## config.mk

```make
export PLATFORM = sky130hd
export DESIGN_NAME = c_syntax_highlight_classifier_core_flat
export DESIGN_NICKNAME = d
export VERILOG_FILES = /design/src/rtl/cshl_pkg.sv /design/src/rtl/cshl_if.sv /design/src/rtl/c_syntax_highlight_classifier_core.sv /design/src/flat_wrapper.sv
export VERILOG_INCLUDE_DIRS = /design/src /design/src/rtl
export SDC_FILE = /design/constraint.sdc
export NUM_CORES = 1
export LEC_CHECK = 0
export ABC_AREA = 0
export BUFFER_PORTS_ARGS = -buffer_cell sky130_fd_sc_hd__buf_2
export CAP_MARGIN = 20
export CORE_AREA = 2 2 166 168
export CTS_BUF_LIST = sky130_fd_sc_hd__clkbuf_4
export DETAILED_ROUTE_END_ITERATION = 16
export DIE_AREA = 0 0 168 170
export GPL_ROUTABILITY_DRIVEN = 0
export RECOVER_POWER = 100
export SLEW_MARGIN = 0
export SYNTH_ARGS = -nofsm -noshare
export SYNTH_HDL_FRONTEND = slang
export SYNTH_SLANG_ARGS = --single-unit
```

## constraint.sdc

```tcl
create_clock -name clk_i -period 5.1 [get_ports clk_i]
set_input_delay 0.51 -clock clk_i [delete_from_list [all_inputs] [get_ports clk_i]]
set_output_delay 0.51 -clock clk_i [all_outputs]
set_load 0.1 [all_outputs]
```

## src/rtl/assert_macros.svh

```systemverilog
// Assertion helpers shared by the RTL.
`ifndef ASSERT_MACROS_SVH
`define ASSERT_MACROS_SVH

// Same-cycle implication, checked out of reset.
`define ASSERT_IMPL(name, clk, rst_n, ante, cons) \
  name: assert property (@(posedge clk) disable iff (!rst_n) (ante) |-> (cons)) \
    else $error("implication check failed");

// Next-cycle implication, checked out of reset.
`define ASSERT_NEXT(name, clk, rst_n, ante, cons) \
  name: assert property (@(posedge clk) disable iff (!rst_n) (ante) |=> (cons)) \
    else $error("next-cycle check failed");

`endif

```

## src/rtl/cshl_pkg.sv

```systemverilog
`default_nettype none
package cshl_pkg;

  typedef enum logic [2:0] {
    CLS_NORMAL  = 3'd0,
    CLS_NUMBER  = 3'd1,
    CLS_STRING  = 3'd2,
    CLS_LINECMT = 3'd3,
    CLS_BLKCMT  = 3'd4,
    CLS_KW1     = 3'd5,
    CLS_KW2     = 3'd6
  } hl_class_e;

  localparam logic [1:0] REG_SYNTAX_ENABLE     = 2'd0;
  localparam logic [1:0] REG_HIGHLIGHT_NUMBERS = 2'd1;
  localparam logic [1:0] REG_HIGHLIGHT_STRINGS = 2'd2;

  localparam logic [1:0] QUOTE_NONE   = 2'd0;
  localparam logic [1:0] QUOTE_DOUBLE = 2'd1;
  localparam logic [1:0] QUOTE_SINGLE = 2'd2;

  typedef struct packed {
    logic       in_bc;
    logic [1:0] quote;
    logic       after_sep;
    hl_class_e  prev_cls;
    logic [3:0] run_left;
    hl_class_e  run_cls;
    logic       line_rest;
  } lex_state_t;

  localparam int KW_COUNT = 28;
  localparam int KW_MAXLEN = 8;

  // text right-justified: first character in the top used byte
  localparam logic [63:0] KW_TEXT [KW_COUNT] = '{
    64'("break"), 64'("else"), 64'("if"), 64'("continue"),
    64'("union"), 64'("typedef"), 64'("void"), 64'("switch"),
    64'("case"), 64'("default"), 64'("while"), 64'("return"),
    64'("class"), 64'("static"), 64'("for"), 64'("do"),
    64'("define"), 64'("int"), 64'("double"), 64'("float"),
    64'("char"), 64'("long"), 64'("unsigned"), 64'("signed"),
    64'("struct"), 64'("class"), 64'("enum"), 64'("bool")
  };

  localparam logic [3:0] KW_LEN [KW_COUNT] = '{
    4'd5, 4'd4, 4'd2, 4'd8, 4'd5, 4'd7, 4'd4, 4'd6,
    4'd4, 4'd7, 4'd5, 4'd6, 4'd5, 4'd6, 4'd3, 4'd2,
    4'd6, 4'd3, 4'd6, 4'd5, 4'd4, 4'd4, 4'd8, 4'd6,
    4'd6, 4'd5, 4'd4, 4'd4
  };

  localparam hl_class_e KW_CLS [KW_COUNT] = '{
    CLS_KW1, CLS_KW1, CLS_KW1, CLS_KW1, CLS_KW1, CLS_KW1, CLS_KW2, CLS_KW1,
    CLS_KW1, CLS_KW1, CLS_KW1, CLS_KW1, CLS_KW1, CLS_KW1, CLS_KW1, CLS_KW1,
    CLS_KW1, CLS_KW2, CLS_KW2, CLS_KW2, CLS_KW2, CLS_KW2, CLS_KW2, CLS_KW2,
    CLS_KW2, CLS_KW2, CLS_KW2, CLS_KW2
  };

  function automatic logic is_sep(input logic [7:0] c);
    logic s;
    s = (c == 8'd0) || (c == 8'd32) || (c >= 8'd9 && c <= 8'd13) ||
        (c == ",") || (c == ".") || (c == "(") || (c == ")") ||
        (c == "+") || (c == "-") || (c == "/") || (c == "*") ||
        (c == "=") || (c == "~") || (c == "%") || (c == "<") ||
        (c == ">") || (c == "[") || (c == "]") || (c == ";");
    return s;
  endfunction

  function automatic lex_state_t row_clear(input lex_state_t s);
    lex_state_t r;
    r = s;
    r.quote     = QUOTE_NONE;
    r.after_sep = 1'b1;
    r.prev_cls  = CLS_NORMAL;
    r.run_left  = 4'd0;
    r.run_cls   = CLS_NORMAL;
    r.line_rest = 1'b0;
    return r;
  endfunction

endpackage
`default_nettype wire

```

## src/rtl/cshl_if.sv

```systemverilog
`default_nettype none
interface cshl_in_if;
  logic       valid;
  logic       ready;
  logic [7:0] ch;
  logic       last_in_row;
  logic       start_of_file;
  modport source (output valid, ch, last_in_row, start_of_file, input ready);
  modport sink (input valid, ch, last_in_row, start_of_file, output ready);
endinterface

interface cshl_out_if;
  logic       valid;
  logic       ready;
  logic [2:0] hl_class;
  logic       last_of_row;
  logic       comment_open;
  modport source (output valid, hl_class, last_of_row, comment_open, input ready);
  modport sink (input valid, hl_class, last_of_row, comment_open, output ready);
endinterface

interface cshl_cfg_if;
  logic       valid;
  logic       ready;
  logic [1:0] index;
  logic       wdata;
  modport source (output valid, index, wdata, input ready);
  modport sink (input valid, index, wdata, output ready);
endinterface
`default_nettype wire

```

## src/rtl/c_syntax_highlight_classifier_core.sv

```systemverilog
`default_nettype none
// C syntax highlighting classifier. Takes one character beat per cycle when
// not stalled and returns one class beat per character, in order, LOOKAHEAD
// characters late; the window of LOOKAHEAD+1 characters feeds parallel
// keyword and delimiter compares, so an unstalled row streams at one
// character per cycle. When the row's last character is taken the pending
// classes (up to LOOKAHEAD+1) drain via the single result register at one
// beat per unstalled cycle; input waits. Config writes are always accepted.
module c_syntax_highlight_classifier_core #(
  parameter int LOOKAHEAD = 8
) (
  input  wire logic       clk_i,
  input  wire logic       rst_ni,
  cshl_in_if.sink         in_i,
  cshl_out_if.source      out_o,
  cshl_cfg_if.sink        cfg_i
);
  `include "assert_macros.svh"

  localparam int W  = LOOKAHEAD + 1;
  localparam int CW = $clog2(W + 1);
  localparam int IW = $clog2(W);
  localparam logic [CW-1:0] WCNT = CW'(W);
  localparam int KW_HITS_W = cshl_pkg::KW_COUNT;

  logic [7:0] win_q [W];
  logic [7:0] win_d [W];
  logic [7:0] wv [W];
  logic [7:0] wm [W];
  logic [CW-1:0] cnt_q, cnt_d, cnt_b, cnt_v;
  logic flush_q, flush_d;
  cshl_pkg::lex_state_t st_q, st_d, st_v, st_n;
  logic en_q, num_q, str_q;

  logic out_valid_q, out_valid_d;
  cshl_pkg::hl_class_e cls_q, cls_n;
  logic last_q, copen_q;

  logic can_out, in_acc, pop, fin;
  logic [7:0] c, n;
  logic [KW_HITS_W-1:0] kw_hit;
  logic kw_any;
  logic [3:0] kw_len;
  cshl_pkg::hl_class_e kw_cls;

  assign can_out = !out_valid_q || out_o.ready;
  assign in_i.ready = !flush_q && can_out;
  assign in_acc = in_i.valid && in_i.ready;
  assign cfg_i.ready = 1'b1;

  // working view: pushed window on an input beat, held window otherwise
  always_comb begin
    cshl_pkg::lex_state_t sb;
    sb = st_q;
    cnt_b = cnt_q;
    if (in_acc && in_i.start_of_file) begin
      sb = cshl_pkg::row_clear(st_q);
      sb.in_bc = 1'b0;
      cnt_b = '0;
    end
    for (int k = 0; k < W; k++) wv[k] = win_q[k];
    if (in_acc) begin
      wv[cnt_b[IW-1:0]] = in_i.ch;
      cnt_v = cnt_b + CW'(1);
      st_v = sb;
    end else begin
      cnt_v = cnt_q;
      st_v = st_q;
    end
    for (int k = 0; k < W; k++) wm[k] = (CW'(k) < cnt_v) ? wv[k] : 8'd0;
  end

  assign c = wm[0];
  assign n = wm[1];

  // keyword compares, all in parallel; first entry in table order wins
  always_comb begin
    for (int k = 0; k < cshl_pkg::KW_COUNT; k++) begin
      logic h;
      h = 1'b1;
      for (int j = 0; j < cshl_pkg::KW_MAXLEN; j++) begin
        if (j < int'(cshl_pkg::KW_LEN[k]))
          h = h && (wm[j] ==
                    cshl_pkg::KW_TEXT[k][8*(int'(cshl_pkg::KW_LEN[k])-1-j) +: 8]);
      end
      kw_hit[k] = h && cshl_pkg::is_sep(wm[cshl_pkg::KW_LEN[k]]);
    end
    kw_any = |kw_hit;
    kw_len = 4'd1;
    kw_cls = cshl_pkg::CLS_NORMAL;
    for (int k = cshl_pkg::KW_COUNT - 1; k >= 0; k--) begin
      if (kw_hit[k]) begin
        kw_len = cshl_pkg::KW_LEN[k];
        kw_cls = cshl_pkg::KW_CLS[k];
      end
    end
  end

  // classify the head character
  always_comb begin
    logic dig, bc_open;
    st_n = st_v;
    cls_n = cshl_pkg::CLS_NORMAL;
    dig = (c >= "0") && (c <= "9");
    bc_open = (st_v.quote == cshl_pkg::QUOTE_NONE);
    if (!en_q) begin
      cls_n = cshl_pkg::CLS_NORMAL;
    end else if (st_v.run_left != 4'd0) begin
      st_n.run_left = st_v.run_left - 4'd1;
      cls_n = st_v.run_cls;
    end else if (st_v.line_rest) begin
      cls_n = cshl_pkg::CLS_LINECMT;
    end else if (bc_open && !st_v.in_bc && c == "/" && n == "/") begin
      st_n.line_rest = 1'b1;
      cls_n = cshl_pkg::CLS_LINECMT;
    end else if (bc_open && st_v.in_bc) begin
      if (c == "*" && n == "/") begin
        st_n.run_left = 4'd1;
        st_n.run_cls = cshl_pkg::CLS_BLKCMT;
        st_n.after_sep = 1'b1;
        st_n.in_bc = 1'b0;
      end
      cls_n = cshl_pkg::CLS_BLKCMT;
    end else if (bc_open && c == "/" && n == "*") begin
      st_n.run_left = 4'd1;
      st_n.run_cls = cshl_pkg::CLS_BLKCMT;
      st_n.in_bc = 1'b1;
      cls_n = cshl_pkg::CLS_BLKCMT;
    end else if (str_q && !bc_open) begin
      if (c == 8'h5C && cnt_v >= CW'(2)) begin
        st_n.run_left = 4'd1;
        st_n.run_cls = cshl_pkg::CLS_STRING;
      end else begin
        if ((st_v.quote == cshl_pkg::QUOTE_DOUBLE && c == 8'h22) ||
            (st_v.quote == cshl_pkg::QUOTE_SINGLE && c == 8'h27))
          st_n.quote = cshl_pkg::QUOTE_NONE;
        st_n.after_sep = 1'b1;
      end
      cls_n = cshl_pkg::CLS_STRING;
    end else if (str_q && c == 8'h22) begin
      st_n.quote = cshl_pkg::QUOTE_DOUBLE;
      cls_n = cshl_pkg::CLS_STRING;
    end else if (str_q && c == 8'h27) begin
      st_n.quote = cshl_pkg::QUOTE_SINGLE;
      cls_n = cshl_pkg::CLS_STRING;
    end else if (num_q && ((dig && (st_v.after_sep || st_v.prev_cls == cshl_pkg::CLS_NUMBER))
                           || (c == "." && st_v.prev_cls == cshl_pkg::CLS_NUMBER))) begin
      st_n.after_sep = 1'b0;
      cls_n = cshl_pkg::CLS_NUMBER;
    end else if (st_v.after_sep && kw_any) begin
      st_n.run_left = kw_len - 4'd1;
      st_n.run_cls = kw_cls;
      st_n.after_sep = 1'b0;
      cls_n = kw_cls;
    end else begin
      st_n.after_sep = cshl_pkg::is_sep(c);
    end
    if (en_q) st_n.prev_cls = cls_n;
  end

  assign pop = (in_acc && !in_i.last_in_row && cnt_v == WCNT) || (flush_q && can_out);
  assign fin = flush_q && cnt_v == CW'(1);

  always_comb begin
    for (int k = 0; k < W; k++) win_d[k] = wv[k];
    cnt_d = cnt_v;
    st_d = st_v;
    flush_d = flush_q;
    out_valid_d = out_valid_q && !out_o.ready;
    if (in_acc && in_i.last_in_row) flush_d = 1'b1;
    if (pop) begin
      // advance the window by one
      for (int k = 0; k < W - 1; k++) win_d[k] = wv[k + 1];
      cnt_d = cnt_v - CW'(1);
      st_d = st_n;
      out_valid_d = 1'b1;
      if (fin) begin
        flush_d = 1'b0;
        st_d = cshl_pkg::row_clear(st_n);
      end
    end
  end

  always_ff @(posedge clk_i or negedge rst_ni) begin
    if (!rst_ni) begin
      cnt_q <= '0;
      flush_q <= 1'b0;
      st_q <= cshl_pkg::row_clear('0);
      out_valid_q <= 1'b0;
      en_q <= 1'b1;
      num_q <= 1'b1;
      str_q <= 1'b1;
    end else begin
      cnt_q <= cnt_d;
      flush_q <= flush_d;
      st_q <= st_d;
      out_valid_q <= out_valid_d;
      if (cfg_i.valid) begin
        case (cfg_i.index)
          cshl_pkg::REG_SYNTAX_ENABLE:     en_q <= cfg_i.wdata;
          cshl_pkg::REG_HIGHLIGHT_NUMBERS: num_q <= cfg_i.wdata;
          cshl_pkg::REG_HIGHLIGHT_STRINGS: str_q <= cfg_i.wdata;
          default: ;
        endcase
      end
    end
  end

  always_ff @(posedge clk_i) begin
    for (int k = 0; k < W; k++) win_q[k] <= win_d[k];
    if (pop) begin
      cls_q <= cls_n;
      last_q <= fin;
      copen_q <= fin && st_n.in_bc;
    end
  end

  assign out_o.valid = out_valid_q;
  assign out_o.hl_class = cls_q;
  assign out_o.last_of_row = last_q;
  assign out_o.comment_open = copen_q;

  `ASSERT_IMPL(a_no_input_while_draining, clk_i, rst_ni, flush_q, !in_i.ready)
  `ASSERT_IMPL(a_count_bound, clk_i, rst_ni, !flush_q, cnt_q < WCNT)
  `ASSERT_IMPL(a_open_only_at_row_end, clk_i, rst_ni,
               out_o.valid && !out_o.last_of_row, !out_o.comment_open)
  `ASSERT_NEXT(a_drain_ends_empty, clk_i, rst_ni, pop && fin, cnt_q == '0 && !flush_q)

endmodule
`default_nettype wire

```

## src/flat_wrapper.sv

```systemverilog
// flat-port wrapper written by rule: the top's interface ports become plain ports
module c_syntax_highlight_classifier_core_flat 
#(
  parameter int LOOKAHEAD = 8
)
  (clk_i, rst_ni, in_i_valid, in_i_ch, in_i_last_in_row, in_i_start_of_file, in_i_ready, out_o_valid, out_o_hl_class, out_o_last_of_row, out_o_comment_open, out_o_ready, cfg_i_valid, cfg_i_index, cfg_i_wdata, cfg_i_ready);
  cshl_in_if in_i_i ();
  cshl_out_if out_o_i ();
  cshl_cfg_if cfg_i_i ();
  input  wire logic clk_i;
  input  wire logic rst_ni;
  input wire logic [$bits(in_i_i.valid)-1:0] in_i_valid;
  input wire logic [$bits(in_i_i.ch)-1:0] in_i_ch;
  input wire logic [$bits(in_i_i.last_in_row)-1:0] in_i_last_in_row;
  input wire logic [$bits(in_i_i.start_of_file)-1:0] in_i_start_of_file;
  output wire logic [$bits(in_i_i.ready)-1:0] in_i_ready;
  output wire logic [$bits(out_o_i.valid)-1:0] out_o_valid;
  output wire logic [$bits(out_o_i.hl_class)-1:0] out_o_hl_class;
  output wire logic [$bits(out_o_i.last_of_row)-1:0] out_o_last_of_row;
  output wire logic [$bits(out_o_i.comment_open)-1:0] out_o_comment_open;
  input wire logic [$bits(out_o_i.ready)-1:0] out_o_ready;
  input wire logic [$bits(cfg_i_i.valid)-1:0] cfg_i_valid;
  input wire logic [$bits(cfg_i_i.index)-1:0] cfg_i_index;
  input wire logic [$bits(cfg_i_i.wdata)-1:0] cfg_i_wdata;
  output wire logic [$bits(cfg_i_i.ready)-1:0] cfg_i_ready;
  assign in_i_i.valid = in_i_valid;
  assign in_i_i.ch = in_i_ch;
  assign in_i_i.last_in_row = in_i_last_in_row;
  assign in_i_i.start_of_file = in_i_start_of_file;
  assign in_i_ready = in_i_i.ready;
  assign out_o_valid = out_o_i.valid;
  assign out_o_hl_class = out_o_i.hl_class;
  assign out_o_last_of_row = out_o_i.last_of_row;
  assign out_o_comment_open = out_o_i.comment_open;
  assign out_o_i.ready = out_o_ready;
  assign cfg_i_i.valid = cfg_i_valid;
  assign cfg_i_i.index = cfg_i_index;
  assign cfg_i_i.wdata = cfg_i_wdata;
  assign cfg_i_ready = cfg_i_i.ready;
  c_syntax_highlight_classifier_core #(.LOOKAHEAD(LOOKAHEAD)) u_core (.clk_i(clk_i), .rst_ni(rst_ni), .in_i(in_i_i), .out_o(out_o_i), .cfg_i(cfg_i_i));
endmodule
```

==> results of run 1 <==
[tightest hold or removal path, delay by kind of cell]
family          cells  cell delay [ps]
buf+inv             1              110
compound gates      1               70
simple gates        1               50
[worst paths after layout]
path	slack [ps]	end	cells past startpoint
setup / recovery	310	u_core.st_q[5]	18
hold / removal	210	u_core.en_q	3
setup reg to reg	310	u_core.st_q[5]	18
hold reg to reg	520	u_core.st_q[9]	2
max in group asynchronous	3330	u_core.out_o.valid	2
min in group asynchronous	810	u_core.out_o.valid	2
[Yosys cell counts (6+ instances only)]
cell	number	share of area (%)
o31ai_1	8	0.57
dfxtp_1	72	14
o2111ai_1	7	0.58
and3_1	12	0.71
buf_1	13	0.46
a21oi_1	73	3.5
nand3_1	63	3.0
nor4b_1	13	1.1
nand3b_1	19	1.4
buf_4	7	0.50
o221ai_1	6	0.50
nor2b_1	29	1.7
nand4_1	45	2.7
nand2_1	139	4.9
o211ai_1	12	0.85
a31oi_1	25	1.5
a211oi_1	8	0.57
nor2_1	184	6.5
buf_2	23	1.1
or2_2	7	0.42
mux2_2	43	4.6
o22ai_1	32	1.9
clkbuf_1	49	1.7
xnor2_1	6	0.50
nor3b_1	10	0.71
o21ai_0	44	2.1
nor3_1	48	2.3
xor2_1	12	1.0
or3_1	15	0.89
nand2b_1	35	2.1
o21ai_1	7	0.33
nand4b_1	16	1.3
dfrtp_1	20	4.7
or4_1	8	0.57
nor4_1	38	2.3
mux2i_1	75	7.1
ha_1	11	1.3
inv_1	22	0.78
[logic make-up (layout without fill, tap and decap cells)]
logic type / count (synthesis) / count (layout)
xor gates and xnor gates: 18 / 18
other: 1 / 2
DFF: 101 / 101
buffers and inverters: 122 / 128
and+or+nand+nor: 735 / 735
AOI/OAI and AO/OA: 305 / 305
adders and majority gates: 11 / 11
muxes: 122 / 122
[through the flow]
stage	hold WS (ps)	cell area [um2]	util, %	instances
final	205	11200	42.1	1763
after global routing	201	11200	42.1	1763
after CTS	171	11200	42.2	1762
after floorplan	214	10600	-	1415
after detailed placement	491	11100	41.7	1745
after global placement	483	11100	41.7	1745
[power breakdown]
group	total (mW)	switching [mW]	leakage (nW)	internal, mW
Combinational	3.71	2.46	3.27	1.25
Sequential	1.70	0.556	0.951	1.14
Clock	0.420	0.311	0.0654	0.109
Total	5.83	3.33	4.28	2.50
[area by class of cell]
cell class                 count  area [um2]  share of cell area [%]
sequential                   101        2200                    19.6
multi-input combinational   1192        7810                    69.5
inverter                      24        90.1                   0.802
antenna                        1        2.50                  0.0223
tap                          341         427                    3.80
clock inverter                 6        43.8                   0.390
clock buffer                  10        75.1                   0.669
timing repair buffer          88         582                    5.18
[layout by cell type, fill, tap and decap left out, types with 6 or more instances in the layout]
cell,netlist,final
a21oi_1,73,73
nor3b_1,10,10
dfxtp_1,72,72
mux2i_1,75,72
clkbuf_4,0,10
inv_1,22,22
o21ai_0,44,46
nor2b_1,29,29
nand2_1,139,140
clkbuf_1,49,9
nand3_1,63,63
o211ai_1,12,12
ha_1,11,11
mux2_2,43,39
o221ai_1,6,7
o31ai_1,8,8
xor2_1,12,12
nand4b_1,16,16
dfrtp_1,20,19
nand4_1,45,45
nor4_1,38,37
or3_1,15,15
xnor2_1,6,6
a31oi_1,25,25
nand2b_1,35,35
o21a_1,5,6
o2111ai_1,7,7
nand3b_1,19,19
o22ai_1,32,32
or4_1,8,8
buf_2,23,16
buf_4,7,59
nor3_1,48,48
and3_1,12,12
nor2_1,184,183
or2_2,7,7
a211oi_1,8,8
nor4b_1,13,14
[registers in the layout, summed over array words and instances (netlist names)]
signal                     flops
u_core.str_q                   1
u_core.out_o.valid             1
u_core.num_q                   1
u_core.out_o.comment_open      1
u_core.win_q                  72
u_core.cnt_q                   4
u_core.st_q                   15
u_core.en_q                    1
u_core.out_o.hl_class          3
u_core.out_o.last_of_row       1
u_core.flush_q                 1
[timing repair]
item / 4_1_cts / 5_1_grt
hold buffers: 1 / 0
buffers inserted: 0 / 0
endpoints found under the hold margin: 20 / 0
setup endpoints to repair: 0 / 7
gates resized for setup: 0 / 8
[metal layers]
metal	routed length (um)	part of all wire, %	GRT usage (%)
met2	18200	44	45.1
met3	3960	9.6	6.35
met5	0	0	0
met1	16800	41	36.8
met4	2450	5.9	16.5
==> results.cfg, run 1 <==
[drt]
vias_per_cell = 6.67
wl_per_cell_um = 23.5
ant_nets = 0
vias = 11763
drtIter0Drc = 1548
wirelength_um = 41400
remaining_drc_errors = 0
first_pass_iters = 10

[clock_tree]
cts.sinks = 101
clock-root-buffer = clkbuf_4
cts.path.max_buffers = 2
insertion_delay_ps = 520
clk_pin_slew_worst_paths_ps = 180
cts_buffers = 9
htreeDepth = 3
cts_tree = built

[logic_synthesis]
yosysWarnings = 0
ys_types = 113
synthCells = 1415
syn_avg_cell_area_um2 = 7.45
synthArstFlopShare_pct = 23.8
synth_edf_count = 5
yosys_most_used_dff = dfxtp_1
yosys.area_share.simple_pct = 38.6
synth.mux.area_fraction_pct = 12.3
synth-seq-cells = 101
synth_xor_area_share_pct = 1.49
synth_fa_ha_area_share_pct = 1.31
syn-cell-area_mm2 = 0.0105
synth_nets = 1444
synth_compound_area_share_pct = 20.1
synth_top_family_by_area = simple AND/OR/NAND/NOR gates
ys_seq_area_share_pct = 20.8

[global_route]
antenna_found_initial = 1
grt_pass1_vias = 11271
track_usage_pct = 28.9
grt_remaining_overflow = 0
grt_max_degree = 46
grt_pass1_wl_um = 64800

[floorplanning]
die_area_mm2 = 0.0286
core_mm2 = 0.0267
die_y_um = 170
rows = 60
ioPinCount = 26
die_x_um = 168
start_util_pct = 39.6

[min_path]
hp-class = in2reg
hp-start = cfg_i_wdata

[timing]
slew_viol_final = 0
rsz0062_at_grt = false
period_share_pct = 94.0
tightest_slew_ps = 1380
period_needed_ps = 4790
maxClockFrequency_mhz = 209
hold_viol = 0
skew_ps = 20.1
maxSlewHeadroom_pct = 7.72
tns_ps = 0
setup_slack_ps = 305
setup_viol = 0

[worst_setup_path]
slowest_stage = mux2i_1
start_kind = flop
cp.arrival_ps = 5230
r2r-start = u_core.flush_q
end_kind = flop
worstSetupPathType = reg2reg
critPathBufInv = 1
critical_path.startpoint = u_core.flush_q
cp_top_family = simple AND/OR/NAND/NOR gates
crit_chain = nor2b_2, nand3_1, nand2_1, inv_1, ha_1, and4bb_2, nand3_4, mux2i_1, o21ai_0, or2_2, or4_1, nand4_1, o21ai_0, o2111ai_1, ha_1, nor3_1, mux2i_1, a21oi_1
crit_required_ps = 5540
cpPeakStageDelay_ps = 520
path_max_fanout = 15

[placed_design]
preCtsSetupSlack_ps = 206
io_buffers = 24
dp_hpwl_um = 31100

[pwr]
total_leakage_power_nw = 4.28
ir_drop_mv = 0.253
p_total_mw = 5.83
pwr_density_cell_mw_per_mm2 = 519

[final_layout]
fillCellCount = 2787
layout-drive-gt1-share_pct = 14.1
syn_to_final_growth_pct = 6.48
fin_nets = 1445

[run]
maxCapViolCount = 0

[run_status]
status = completed
(Power assumes the default switching activity.)
==> run 2, diff against run 1 <==
Settings changed: CELL_PAD_IN_SITES_DETAIL_PLACEMENT from default to 0, CELL_PAD_IN_SITES_GLOBAL_PLACEMENT from default to 2, CORE_AREA 2 2 166 168 to 2 2 177 179, CTS_BUF_LIST sky130_fd_sc_hd__clkbuf_4 to default, DIE_AREA 0 0 168 170 to 0 0 179 181, PLACE_DENSITY_LB_ADDON from default to 0.1.
==> results.cfg, run 2 (synthesized netlist as in run 1, its figures left out) <==
[clock_tree]
cts_buffers = 9
cts_tree = built
clk_pin_slew_worst_paths_ps = 80
clock-root-buffer = clkbuf_16
cts.path.max_buffers = 2
cts.sinks = 101
htreeDepth = 3
insertion_delay_ps = 400

[drt]
vias = 11505
drtIter0Drc = 1102
remaining_drc_errors = 0
vias_per_cell = 6.30
ant_nets = 0
wl_per_cell_um = 25.8
wirelength_um = 47100
first_pass_iters = 7

[run]
maxCapViolCount = 2

[final_layout]
largest_reg_flops = 72
syn_to_final_growth_pct = 9.36
fin_area_mm2 = 0.0115
fin_nets = 1455
seq_area_mm2 = 0.00220
antenna_cells = 0
layout_common_cells = nor2_1, nand2_1, mux2i_1
reg_top3 = u_core.win_q x72, u_core.st_q x15, u_core.cnt_q x4
layout-drive-gt1-share_pct = 14.3
regMostFlops = u_core.win_q
multi_input_area_mm2 = 0.00777
mostFrequentLayoutCell = nor2_1
fillCellCount = 3296

[worst_setup_path]
end_kind = flop
cp.arrival_ps = 5220
worstSetupPathType = reg2reg
path_max_fanout = 12
crit_required_ps = 5420
reg2reg_depth = 16
start_kind = flop

[global_route]
grt_remaining_overflow = 0
antenna_found_initial = 0
grt_max_degree = 82
grt_pass1_vias = 11080
grt_pass1_wl_um = 70900
track_usage_pct = 29.0

[timing]
period_needed_ps = 4910
maxClockFrequency_mhz = 204
setup_viol = 0
maxSlewHeadroom_pct = -18.7
rsz0062_at_grt = false
skew_ps = 12.2
slew_viol_final = 107
period_share_pct = 96.2
hold_viol = 0
tns_ps = 0
tightest_slew_ps = 1780

[pwr]
pwr_density_cell_mw_per_mm2 = 546
total_leakage_power_nw = 4.42
p_total_mw = 6.30
ir_drop_mv = 0.300

[floorplanning]
die_y_um = 181
ioPinCount = 26
rows = 64
die_x_um = 179
start_util_pct = 34.8
core_mm2 = 0.0303
die_area_mm2 = 0.0324

[placed_design]
io_buffers = 24
dpl_cell_area_mm2 = 0.0113
dp_hpwl_um = 36200

[min_path]
hold-path-cell-count = 3
hp-class = in2reg

[run_status]
status = finished, violations left
violations = max-capacitance violations, max-slew violations
-- run 2: cell types whose count changed in the layout (fill, tap and decap cells not counted), sizes merged --
cell / delta
bufinv: +1
diode: -1
inv: -3
buf: +11
clkbuf: +1
dlygate4sd3: -1
clkinvlp: +1
-- run 2: per-stage QoR --
| stage | cells | setup slack [ps] | util, % | hold slack, ps |
|---|---|---|---|---|
| 4_1_cts | 1827 | 325 | 38.2 | 131 |
| 2_1_floorplan | 1415 | 48.4 | - | 214 |
| 6_report | 1827 | 194 | 38.0 | 330 |
| 3_3_place_gp | 1811 | 259 | 37.2 | 495 |
| 5_1_grt | 1827 | 15.0 | 38.0 | 333 |
| 3_5_place_dp | 1811 | 192 | 37.2 | 476 |
-- run 2: repair_timing --
action | 4_1_cts | 5_1_grt
endpoints found under the setup margin | 0 | 1
resized for setup | 0 | 1
hold buffers | 0 | 0
buffers inserted | 0 | 0
-- run 2: worst max-delay path, stage by stage, from the launching register on --
cell and delay, ps:
dfrtp_1 480, nor2b_2 210, nand3_1 180, nand2_1 160, ha_1 220, nand4_2 470
mux2i_1 780, nand4_1 410, nor4_1 600, nand4b_1 170, nand4_1 140, o21ai_0 130
o2111ai_1 130, ha_1 280, nor3_1 200, mux2i_1 100, a21oi_1 130
-- run 2: report_power, final --
part / switching, mW / internal [mW]
sequential: 0.580 / 1.15
combinational: 2.51 / 1.29
clock: 0.357 / 0.410
total: 3.45 / 2.84
-- run 2: final cells by class --
cell class / instances / area share, %
multi-input cells: 1192 / 67.4
flip-flops and latches: 101 / 19.1
repair buffers: 98 / 5.75
well taps: 396 / 4.30
clock buffers: 11 / 2.20
inverters: 24 / 0.781
clock inverters: 5 / 0.488
-- run 2: path summary, 6_finish.rpt --
path	from	to	slack [ps]
worst max-delay path	u_core.flush_q	u_core.st_q[5]	190
worst min-delay path	in_i_last_in_row	u_core.flush_q	330
worst max register to register	u_core.flush_q	u_core.st_q[5]	190
worst min register to register	u_core.st_q[9]	u_core.st_q[9]	480
max in group asynchronous	rst_ni	u_core.out_o.valid	3470
min in group asynchronous	rst_ni	u_core.out_o.valid	500
-- run 2: per-layer routing --
layer  share of wire, %  track usage, %
met1                 45            39.7
met2                 46            46.2
met4                3.2            10.2
met5                  0               0
met3                6.5            4.36
==> run 3, diff against run 2 <==
Settings changed: RECOVER_POWER 100 to 50.
==> results.cfg, run 3 (synthesized netlist as in run 1, its figures left out) <==
[global_route]
track_usage_pct = 29.0
grt_max_degree = 82
grt_pass1_vias = 11080
antenna_found_initial = 0
grt_remaining_overflow = 0
grt_pass1_wl_um = 70900

[worst_setup_path]
crit_chain = nor2b_2, nand3_1, nand2_1, ha_1, nand4_2, mux2i_1, nand4_1, nor4_1, nand4b_1, nand4_1, o21ai_0, o2111ai_1, ha_1, nor3_1, mux2i_1, a21oi_1
slowest_stage = mux2i_1
start_kind = flop
path_max_fanout = 12
cp.arrival_ps = 5130
end_kind = flop
crit_required_ps = 5420
cpPeakStageDelay_ps = 740
worstSetupPathType = reg2reg

[placed_design]
io_buffers = 24
dpl_cell_area_mm2 = 0.0113
dp_hpwl_um = 36200
dp_cells = 1811

[timing]
slew_viol_final = 107
tightest_slew_ps = 1780
setup_viol = 0
skew_ps = 10.4
rsz0062_at_grt = false
maxClockFrequency_mhz = 208
hold_viol = 0
tns_ps = 0
maxSlewHeadroom_pct = -19.0
period_needed_ps = 4810
period_share_pct = 94.3

[drt]
vias_per_cell = 6.30
wirelength_um = 47000
ant_nets = 0
remaining_drc_errors = 0
wl_per_cell_um = 25.7
vias = 11511
drtIter0Drc = 1170
first_pass_iters = 6

[final_layout]
antenna_cells = 0
layout-drive-gt1-share_pct = 14.7
mostFrequentLayoutCell = nor2_1
syn_to_final_growth_pct = 9.57
fin_area_mm2 = 0.0116
regMostFlops = u_core.win_q
largest_reg_flops = 72
fin_nets = 1455
fin_cells = 1827
reg_top3 = u_core.win_q x72, u_core.st_q x15, u_core.cnt_q x4
layout_common_cells = nor2_1, nand2_1, mux2i_1

[clock_tree]
cts_buffers = 9
cts.path.max_buffers = 2
htreeDepth = 3
cts_tree = built
clock-root-buffer = clkbuf_16
cts.sinks = 101
clk_pin_slew_worst_paths_ps = 80
holdBufCountCts = 0
insertion_delay_ps = 400

[pwr]
p_total_mw = 6.30
ir_drop_mv = 0.300
total_leakage_power_nw = 4.44
pwr_density_cell_mw_per_mm2 = 545

[floorplanning]
rows = 64
die_x_um = 179
die_y_um = 181
ioPinCount = 26
start_util_pct = 34.8
die_area_mm2 = 0.0324
core_mm2 = 0.0303

[run]
maxCapViolCount = 2

[run_status]
violations = max-capacitance violations, max-slew violations
status = finished, violations left

[min_path]
hp-class = in2reg
[run 3: final cells by class]
class                      instances  area, um2
clock inverter                     5       56.3
tap                              396        495
inverter                          24       90.1
clock buffer                      11        254
fill                            3292      18800
multi-input combinational       1192       7790
sequential                       101       2200
timing repair buffer              98        671
[run 3: final timing paths]
| kind | start | endpoint | slack, ps | cells past startpoint |
|---|---|---|---|---|
| setup / recovery | u_core.flush_q | u_core.st_q[5] | 290 | 16 |
| hold / removal | in_i_last_in_row | u_core.flush_q | 330 | 3 |
| setup reg to reg | u_core.flush_q | u_core.st_q[5] | 290 | 16 |
| hold reg to reg | u_core.st_q[9] | u_core.st_q[9] | 490 | 2 |
| max in group asynchronous | rst_ni | u_core.out_o.valid | 3500 | 1 |
| min in group asynchronous | rst_ni | u_core.out_o.valid | 490 | 1 |
[run 3: report_power, final]
part           internal (mW)  switching [mW]  total (mW)
sequential              1.15           0.577        1.73
combinational           1.30            2.51        3.81
clock                  0.410           0.357       0.767
[run 3: critical path, delay by kind of cell (launching register included)]
| family | cells | cell delay [ps] |
|---|---|---|
| simple gates | 9 | 2480 |
| compound gates | 3 | 400 |
| flops | 1 | 480 |
| fa+ha+maj | 2 | 500 |
| mux | 2 | 840 |
[run 3: timing repair]
action / 4_1_cts / 5_1_grt
resized for setup: 0 / 1
buffers inserted: 0 / 0
setup endpoints to repair: 0 / 1
hold endpoints to repair: 0 / 0
[run 3: metal layers]
layer	part of all wire [%]	GRT usage, %
met1	44	39.7
met2	46	46.2
met3	6.5	4.36
met4	3.1	10.2
met5	0	0
[run 3: through the flow]
stage,worst slack [ps],hold slack (ps),utilization (%)
floorplan,48.4,214,-
global placement,259,495,37.2
detailed placement,192,476,37.2
CTS,325,131,38.2
global route,10.6,333,38.1
finish,293,334,38.1
